==> config.mk <==
export PLATFORM = sky130hd
export DESIGN_NAME = erasure_parity_encode_unit
export DESIGN_NICKNAME = d
export VERILOG_FILES = /design/src/sv/epe_pkg.sv /design/src/sv/erasure_parity_encode_unit.sv /design/src/sv/epe_parity_lane.sv /design/src/sv/epe_merge.sv
export SDC_FILE = /design/constraint.sdc
export NUM_CORES = 2
export LEC_CHECK = 0
export CORE_MARGIN = 1.5
export CORE_UTILIZATION = 35
export CTS_CLUSTER_SIZE = 20
export DETAILED_ROUTE_END_ITERATION = 8
export DONT_BUFFER_PORTS = 1
export SETUP_SLACK_MARGIN = 0.02
export SLEW_MARGIN = 40
export SYNTH_ARGS = -nofsm -noshare
export SYNTH_HDL_FRONTEND = slang
export SYNTH_SLANG_ARGS = --single-unit
==> constraint.sdc <==
create_clock -name clk -period 7.6 [get_ports clk]
set_input_delay 0.76 -clock clk [delete_from_list [all_inputs] [get_ports clk]]
set_output_delay 0.76 -clock clk [all_outputs]
set_load 0.1 [all_outputs]
==> src/sv/epe_pkg.sv <==
`default_nettype none
// ---------------------------------------------------------------------------
// epe_pkg: shared types and constants of the erasure parity encoder
// Payload structs, configuration register indexes, pipeline control and
// the GF(2^8) shift-and-reduce multiply used by every source lane.
// ---------------------------------------------------------------------------
package epe_pkg;

    // Parameter defaults and the lane counts fixed by the payload fields.
    localparam int MAX_SOURCES_DEF  = 8;
    localparam int MAX_PARITIES_DEF = 4;
    localparam int SRC_FIELD_LANES  = 8;
    localparam int PAR_FIELD_LANES  = 4;

    localparam int CFG_DATA_W  = 64;
    localparam int CFG_INDEX_W = 3;

    typedef logic [CFG_INDEX_W-1:0] cfg_idx_t;

    // Configuration register indexes.
    localparam cfg_idx_t CFG_COEF_ROW0    = 3'd0;
    localparam cfg_idx_t CFG_COEF_ROW1    = 3'd1;
    localparam cfg_idx_t CFG_COEF_ROW2    = 3'd2;
    localparam cfg_idx_t CFG_COEF_ROW3    = 3'd3;
    localparam cfg_idx_t CFG_SOURCE_COUNT = 3'd4;
    localparam cfg_idx_t CFG_PARITY_COUNT = 3'd5;
    localparam cfg_idx_t CFG_FIELD_POLY   = 3'd6;

    // Register reset values.
    localparam logic [3:0] SOURCE_COUNT_RST = 4'd8;
    localparam logic [2:0] PARITY_COUNT_RST = 3'd4;
    localparam logic [7:0] FIELD_POLY_RST   = 8'h1D;

    typedef struct packed {
        logic [8*SRC_FIELD_LANES-1:0] source_bytes;
        logic                         end_of_symbol;
    } src_req_t;

    typedef struct packed {
        logic [8*PAR_FIELD_LANES-1:0] parity_bytes;
        logic                         end_of_symbol_out;
    } par_req_t;

    // Load enables of the two pipeline stages.
    typedef struct packed {
        logic s1_load;
        logic s2_load;
    } pipe_ctrl_t;

    // GF(2^8) product of a and b, reduced by x^8 + poly.
    function automatic logic [7:0] gf_mul(input logic [7:0] a, input logic [7:0] b,
                                          input logic [7:0] poly);
        logic [7:0] acc;
        logic [7:0] sh;
        logic       carry;
        acc = 8'h00;
        sh  = a;
        for (int k = 0; k < 8; k++)
        begin
            if (b[k])
            begin
                acc = acc ^ sh;
            end
            carry = sh[7];
            sh    = {sh[6:0], 1'b0};
            if (carry)
            begin
                sh = sh ^ poly;
            end
        end
        return acc;
    endfunction

endpackage
`default_nettype wire

==> src/sv/erasure_parity_encode_unit.sv <==
`default_nettype none
// ---------------------------------------------------------------------------
// erasure_parity_encode_unit: GF(2^8) matrix erasure-code parity encoder
// Pipeline: an accepted request passes the stage one product register and
// then the output register, from which it is offered on the output.
// Throughput: one byte position per cycle. Stage one refills in the cycle in
// which it hands on to the output register; a stalled output holds both
// stages once both are full.
// Reset: rst_n clears the valid bits and loads the register defaults.
// ---------------------------------------------------------------------------
module erasure_parity_encode_unit
    import epe_pkg::*;
#(
    parameter int MAX_SOURCES  = MAX_SOURCES_DEF,
    parameter int MAX_PARITIES = MAX_PARITIES_DEF
)
(
    input  wire logic                   clk,
    input  wire logic                   rst_n,
    input  wire logic                   cfg_we,
    input  wire cfg_idx_t               cfg_index,
    input  wire logic [CFG_DATA_W-1:0]  cfg_data,
    input  wire logic                   src_valid,
    output logic                        src_ready,
    input  wire src_req_t               src_data,
    output logic                        par_valid,
    input  wire logic                   par_ready,
    output par_req_t                    par_data
);

    localparam int SRC_LANES = (MAX_SOURCES < SRC_FIELD_LANES) ? MAX_SOURCES
                                                               : SRC_FIELD_LANES;
    localparam int PAR_LANES = (MAX_PARITIES < PAR_FIELD_LANES) ? MAX_PARITIES
                                                                : PAR_FIELD_LANES;

    logic [PAR_LANES-1:0][CFG_DATA_W-1:0] coef_reg;
    logic [3:0]                           source_count_reg;
    logic [2:0]                           parity_count_reg;
    logic [7:0]                           field_poly_reg;

    logic                                 s1_valid_reg;
    logic                                 s1_eos_reg;
    logic                                 out_valid_reg;
    pipe_ctrl_t                           ctrl;

    logic [SRC_LANES-1:0]                 src_active;
    logic [PAR_LANES-1:0]                 par_active;
    logic [PAR_LANES-1:0][SRC_LANES-1:0][7:0] products;
    logic [8*PAR_FIELD_LANES-1:0]         par_byte_mask;

    // Coefficient rows.
    always_ff @(posedge clk or negedge rst_n)
    begin
        if (!rst_n)
        begin
            coef_reg <= '0;
        end
        else
        begin
            for (int j = 0; j < PAR_LANES; j++)
            begin
                if (cfg_we && (cfg_index == cfg_idx_t'(int'(CFG_COEF_ROW0) + j)))
                begin
                    coef_reg[j] <= cfg_data;
                end
            end
        end
    end

    // Count and polynomial registers.
    always_ff @(posedge clk or negedge rst_n)
    begin
        if (!rst_n)
        begin
            source_count_reg <= SOURCE_COUNT_RST;
            parity_count_reg <= PARITY_COUNT_RST;
            field_poly_reg   <= FIELD_POLY_RST;
        end
        else if (cfg_we)
        begin
            unique case (cfg_index)
                CFG_SOURCE_COUNT: source_count_reg <= cfg_data[3:0];
                CFG_PARITY_COUNT: parity_count_reg <= cfg_data[2:0];
                CFG_FIELD_POLY:   field_poly_reg   <= cfg_data[7:0];
                default:          ;
            endcase
        end
    end

    // Active lanes; the lane count bounds the configured counts.
    always_comb
    begin
        for (int i = 0; i < SRC_LANES; i++)
        begin
            src_active[i] = (source_count_reg > 4'(i));
        end
        par_byte_mask = '0;
        for (int j = 0; j < PAR_LANES; j++)
        begin
            par_active[j] = (parity_count_reg > 3'(j));
            par_byte_mask[8*j +: 8] = {8{par_active[j]}};
        end
    end

    // Pipeline handshake: each stage loads when it is free or draining.
    always_comb
    begin
        ctrl.s2_load = s1_valid_reg && (!out_valid_reg || par_ready);
        src_ready    = !s1_valid_reg || ctrl.s2_load;
        ctrl.s1_load = src_valid && src_ready;
    end

    always_ff @(posedge clk or negedge rst_n)
    begin
        if (!rst_n)
        begin
            s1_valid_reg  <= 1'b0;
            out_valid_reg <= 1'b0;
        end
        else
        begin
            if (src_ready)
            begin
                s1_valid_reg <= src_valid;
            end
            if (!out_valid_reg || par_ready)
            begin
                out_valid_reg <= s1_valid_reg;
            end
        end
    end

    // Stage one carries the end-of-symbol flag beside the products.
    always_ff @(posedge clk)
    begin
        if (ctrl.s1_load)
        begin
            s1_eos_reg <= src_data.end_of_symbol;
        end
    end

    // One lane per parity.
    for (genvar j = 0; j < PAR_LANES; j++)
    begin : g_lane
        epe_parity_lane #(
            .SRC_LANES (SRC_LANES)
        ) u_lane (
            .clk          (clk),
            .ctrl         (ctrl),
            .coef_row     (coef_reg[j]),
            .source_bytes (src_data.source_bytes),
            .src_active   (src_active),
            .field_poly   (field_poly_reg),
            .products     (products[j])
        );
    end

    epe_merge #(
        .SRC_LANES (SRC_LANES),
        .PAR_LANES (PAR_LANES)
    ) u_merge (
        .clk        (clk),
        .ctrl       (ctrl),
        .products   (products),
        .par_active (par_active),
        .s1_eos     (s1_eos_reg),
        .result     (par_data)
    );

    assign par_valid = out_valid_reg;

    // Parities not in use always read zero.
    a_unused_parity_zero: assert property (@(posedge clk) disable iff (!rst_n)
        out_valid_reg |-> ((par_data.parity_bytes & ~par_byte_mask) == '0))
        else $error("unused parity byte is not zero");

    // An accepted request always occupies stage one next cycle.
    a_accept_fills_s1: assert property (@(posedge clk) disable iff (!rst_n)
        (src_valid && src_ready) |=> s1_valid_reg)
        else $error("accepted request lost in stage one");

    // A request in stage one moves on whenever the output stage is free.
    a_s1_advances: assert property (@(posedge clk) disable iff (!rst_n)
        (s1_valid_reg && (!out_valid_reg || par_ready)) |=> out_valid_reg)
        else $error("stage one request did not reach the output");

    // With both stages full and the output stalled, no request is taken.
    a_full_blocks: assert property (@(posedge clk) disable iff (!rst_n)
        (s1_valid_reg && out_valid_reg && !par_ready) |-> !src_ready)
        else $error("request taken while pipeline is full");

endmodule
`default_nettype wire

==> src/sv/epe_parity_lane.sv <==
`default_nettype none
// ---------------------------------------------------------------------------
// epe_parity_lane: source products for one parity
// Multiplies every source byte by its coefficient of this parity's row in
// parallel and registers the products; inactive sources give zero.
// ---------------------------------------------------------------------------
module epe_parity_lane
    import epe_pkg::*;
#(
    parameter int SRC_LANES = MAX_SOURCES_DEF
)
(
    input  wire logic                           clk,
    input  wire pipe_ctrl_t                     ctrl,
    input  wire logic [8*SRC_FIELD_LANES-1:0]   coef_row,
    input  wire logic [8*SRC_FIELD_LANES-1:0]   source_bytes,
    input  wire logic [SRC_LANES-1:0]           src_active,
    input  wire logic [7:0]                     field_poly,
    output logic      [SRC_LANES-1:0][7:0]      products
);

    logic [SRC_LANES-1:0][7:0] prod_reg;
    logic [SRC_LANES-1:0][7:0] prod_next;

    // One multiplier for each source lane.
    always_comb
    begin
        for (int i = 0; i < SRC_LANES; i++)
        begin
            if (src_active[i])
            begin
                prod_next[i] = gf_mul(source_bytes[8*i +: 8], coef_row[8*i +: 8],
                                      field_poly);
            end
            else
            begin
                prod_next[i] = 8'h00;
            end
        end
    end

    // Stage one product register.
    always_ff @(posedge clk)
    begin
        if (ctrl.s1_load)
        begin
            prod_reg <= prod_next;
        end
    end

    assign products = prod_reg;

endmodule
`default_nettype wire

==> src/sv/epe_merge.sv <==
`default_nettype none
// ---------------------------------------------------------------------------
// epe_merge: parity merge and output register
// XORs the products of each parity lane, zeroes parities not in use and
// holds the finished result request for the output channel.
// ---------------------------------------------------------------------------
module epe_merge
    import epe_pkg::*;
#(
    parameter int SRC_LANES = MAX_SOURCES_DEF,
    parameter int PAR_LANES = MAX_PARITIES_DEF
)
(
    input  wire logic                                 clk,
    input  wire pipe_ctrl_t                           ctrl,
    input  wire logic [PAR_LANES-1:0][SRC_LANES-1:0][7:0] products,
    input  wire logic [PAR_LANES-1:0]                 par_active,
    input  wire logic                                 s1_eos,
    output par_req_t                                  result
);

    par_req_t out_reg;
    par_req_t out_next;

    // XOR reduction over the sources of each parity.
    always_comb
    begin
        logic [7:0] acc;
        out_next = '0;
        for (int j = 0; j < PAR_LANES; j++)
        begin
            acc = 8'h00;
            for (int i = 0; i < SRC_LANES; i++)
            begin
                acc = acc ^ products[j][i];
            end
            if (par_active[j])
            begin
                out_next.parity_bytes[8*j +: 8] = acc;
            end
        end
        out_next.end_of_symbol_out = s1_eos;
    end

    // Output payload register.
    always_ff @(posedge clk)
    begin
        if (ctrl.s2_load)
        begin
            out_reg <= out_next;
        end
    end

    assign result = out_reg;

endmodule
`default_nettype wire
==> results.py <==
metrics = {
    "run_status": {
        "outcome": "finished, final reports clean",
    },
    "job": {
        "cap_viol_max_count": 0,
    },
    "setup_path": {
        "worst_setup_path_start_kind": "register",
        "crit_buf_inv": 1,
        "required_ps": 8070,
        "crit_chain": "buf_4 > or2_1 > a21oi_1 > a311oi_4 > xnor3_1 > o211ai_1 > a211oi_4 > o21ai_1 > xor2_2 > xor2_1 > nand3_1 > a21oi_1",
        "crit_slowest_cell": "dfrtp_4",
        "cp_max_fo": 38,
        "critPathLaunch": "field_poly_reg[7]$_DFFE_PN0P_",
        "cp-end-kind": "register",
        "arrival_ps": 6680,
        "critical-path-top-delay-family": "compound AO/OA/AOI/OAI gates",
        "crit_path_frequent_cell": "a21oi_1",
        "crit_type": "reg -> reg",
        "rr_startpoint": "field_poly_reg[7]$_DFFE_PN0P_",
        "slowest_delay_ps": 830,
    },
    "clock_tree": {
        "tritoncts": "built",
        "cts.htree.levels": 3,
        "clockBufferDepth": 3,
        "clk_pin_slew_worst_paths_ps": 70,
        "cts_buffers": 75,
        "cts.sinks": 563,
        "cts-resized-gates": 0,
        "insertion_delay_ps": 720,
        "post_cts_buffers": 0,
        "hold_buffers": 2,
        "cts-root-buf": "clkbuf_16",
    },
    "cells_and_area": {
        "drive_above_1_share": 0.104,
        "final_common_cell": "nand2_1",
        "mostFrequentLayoutCells": "nand2_1 (1,400), xnor2_1 (1,216), o21ai_0 (580)",
        "multi_input_area_mm2": 0.0503,
        "seq_area_mm2": 0.0156,
        "fill_cells": 19819,
        "final_nets": 7847,
        "syn_to_final_growth_pct": 6.23,
    },
    "routing": {
        "first_iter_violations": 8013,
        "wl_per_cell_um": 26.2,
        "drt.antenna.violating_nets": 0,
        "vias_per_cell": 5.99,
        "drc": 0,
        "drt-pass1-iter-count": 7,
        "wirelength_um": 272000,
        "vias": 62354,
    },
    "sta": {
        "rsz0062_at_grt": "no",
        "slew_violations": 0,
        "hold_viol": 0,
        "relSlewSlack": 0.340,
        "tns_ps": 0,
        "finalSetupViolations": 0,
        "tightestPinTransition_ps": 982,
        "timing.final.crit_period_ps": 6210,
        "skew_ps": 40.6,
        "fin_crit_sh": 0.817,
        "fmax_mhz": 161,
    },
    "floorplanning": {
        "dieHeight_um": 446,
        "die_area_mm2": 0.199,
        "rows": 162,
        "core_area_mm2": 0.195,
        "io-pin-count": 172,
        "fp.dieW_um": 446,
        "start_util": 0.353,
    },
    "synth": {
        "syn_inst": 8261,
        "synth_compound_area_frac": 0.187,
        "synthesis.nets": 8398,
        "synth_top_family_by_area": "XOR/XNOR gates",
        "postSynthAreaPerCell_um2": 8.32,
        "ys_warn_count": 0,
        "synth_simple_gate_area_frac": 0.192,
        "synth_seq_cells": 563,
        "async_flop_share": 0.485,
        "synth_fa_ha_area_frac": 0,
        "yosysTopAreaCell": "xnor2_1",
        "synth.distinct_cells": 113,
        "synthXorXnorAreaFrac": 0.275,
        "ys_seq_area_frac": 0.226,
        "synth_top_area_frac": 0.158,
        "synthMuxAreaShare": 0.0706,
        "yosys-top-cells-area": "xnor2_1 (16%), edfxtp_1 (13%), dfrtp_1 (9.7%)",
        "synth_edf_count": 290,
        "syn-cell-area_mm2": 0.0688,
        "synth_ff_type": "edfxtp_1",
    },
    "power": {
        "vdd_drop_max_v": 0.000298,
        "finalPower_w": 0.0422,
        "p_per_area_mw_per_mm2": 578,
        "power.leakage_nw": 27.8,
    },
    "global_routing": {
        "grt_overflow_total": 0,
        "grt_pass1_vias": 56077,
        "grt_max_degree": 268,
        "antenna_found_initial": 7,
        "grt_pass1_wl_um": 393000,
        "grt.total_usage": 0.264,
    },
    "place": {
        "place_congestion": 0.942,
        "port-buffer-count": 0,
        "dp_hpwl_um": 198000,
    },
    "min_path": {
        "hold_path.class": "in -> reg",
        "hold_start": "cfg_data[6]",
    },
}
## worst paths after layout
check	slack, ps	to	cells past startpoint
worst max-delay path	1390	g_lane[1].u_lane.products[26]$_SDFFCE_PP0P_	12
worst min-delay path	160	coef_reg[134]$_DFFE_PN0P_	2
worst max register to register	1390	g_lane[1].u_lane.products[26]$_SDFFCE_PP0P_	12
worst min register to register	430	u_merge.result[0]$_DFFE_PP_	0
max in group asynchronous	5280	coef_reg[144]$_DFFE_PN0P_	5
min in group asynchronous	360	field_poly_reg[0]$_DFFE_PN1P_	1
## report_power, final
| group | switching, W | total [W] | leakage [nW] | internal (W) |
|---|---|---|---|---|
| sequential | 0.00233 | 0.00748 | 6.13 | 0.00516 |
| clock | 0.00155 | 0.00349 | 1.14 | 0.00194 |
| combinational | 0.0180 | 0.0312 | 20.5 | 0.0132 |
| total | 0.0219 | 0.0422 | 27.8 | 0.0203 |
## synthesized netlist by cell type (202+ instances only)
library cell  number
edfxtp_1         290
o21ai_0          581
nand3_1          375
clkbuf_1         518
xnor2_1         1240
a21oi_1          409
xnor3_1          202
dfrtp_1          267
nand2_1         1402
xor2_1           276
nor2_1           236
mux2_2           263
## area by class of cell
class                   count  share of cell area
clock buffers              97              0.0281
multi-input cells        6889               0.688
repair buffers            110              0.0177
flip-flops and latches    563               0.213
clock inverters            37             0.00349
well taps                2624              0.0449
diodes                     13            0.000445
inverters                  71             0.00372
## kinds of logic (layout without fill, tap and decap cells)
group	after synthesis	after routing
compound gates	1874	1874
simple gates	2788	2788
buf+inv	809	315
xor+xnor	1777	1777
other cells	0	13
flops	563	563
mux	450	450
## stage by stage
stage                     worst slack (ps)  std cells  utilization  hold WS (ps)  cell area (um^2)
after floorplan                       2100       8261            -           400             68800
after CTS                             1590      10380        0.372           116             72600
after global placement                1730      10232        0.358           404             69700
after global routing                  1240      10399        0.375           127             73000
final                                 1390      10404        0.375           160             73100
after detailed placement              1640      10244        0.360           406             70300
## layer usage
metal  wire length, um  global-route usage  part of all wire
met5                21                   0          0.000077
met4             14600               0.127             0.054
met3             28400              0.0611              0.10
met2            117000               0.395              0.43
met1            112000               0.355              0.41
Power figures use the tool's default switching activity.
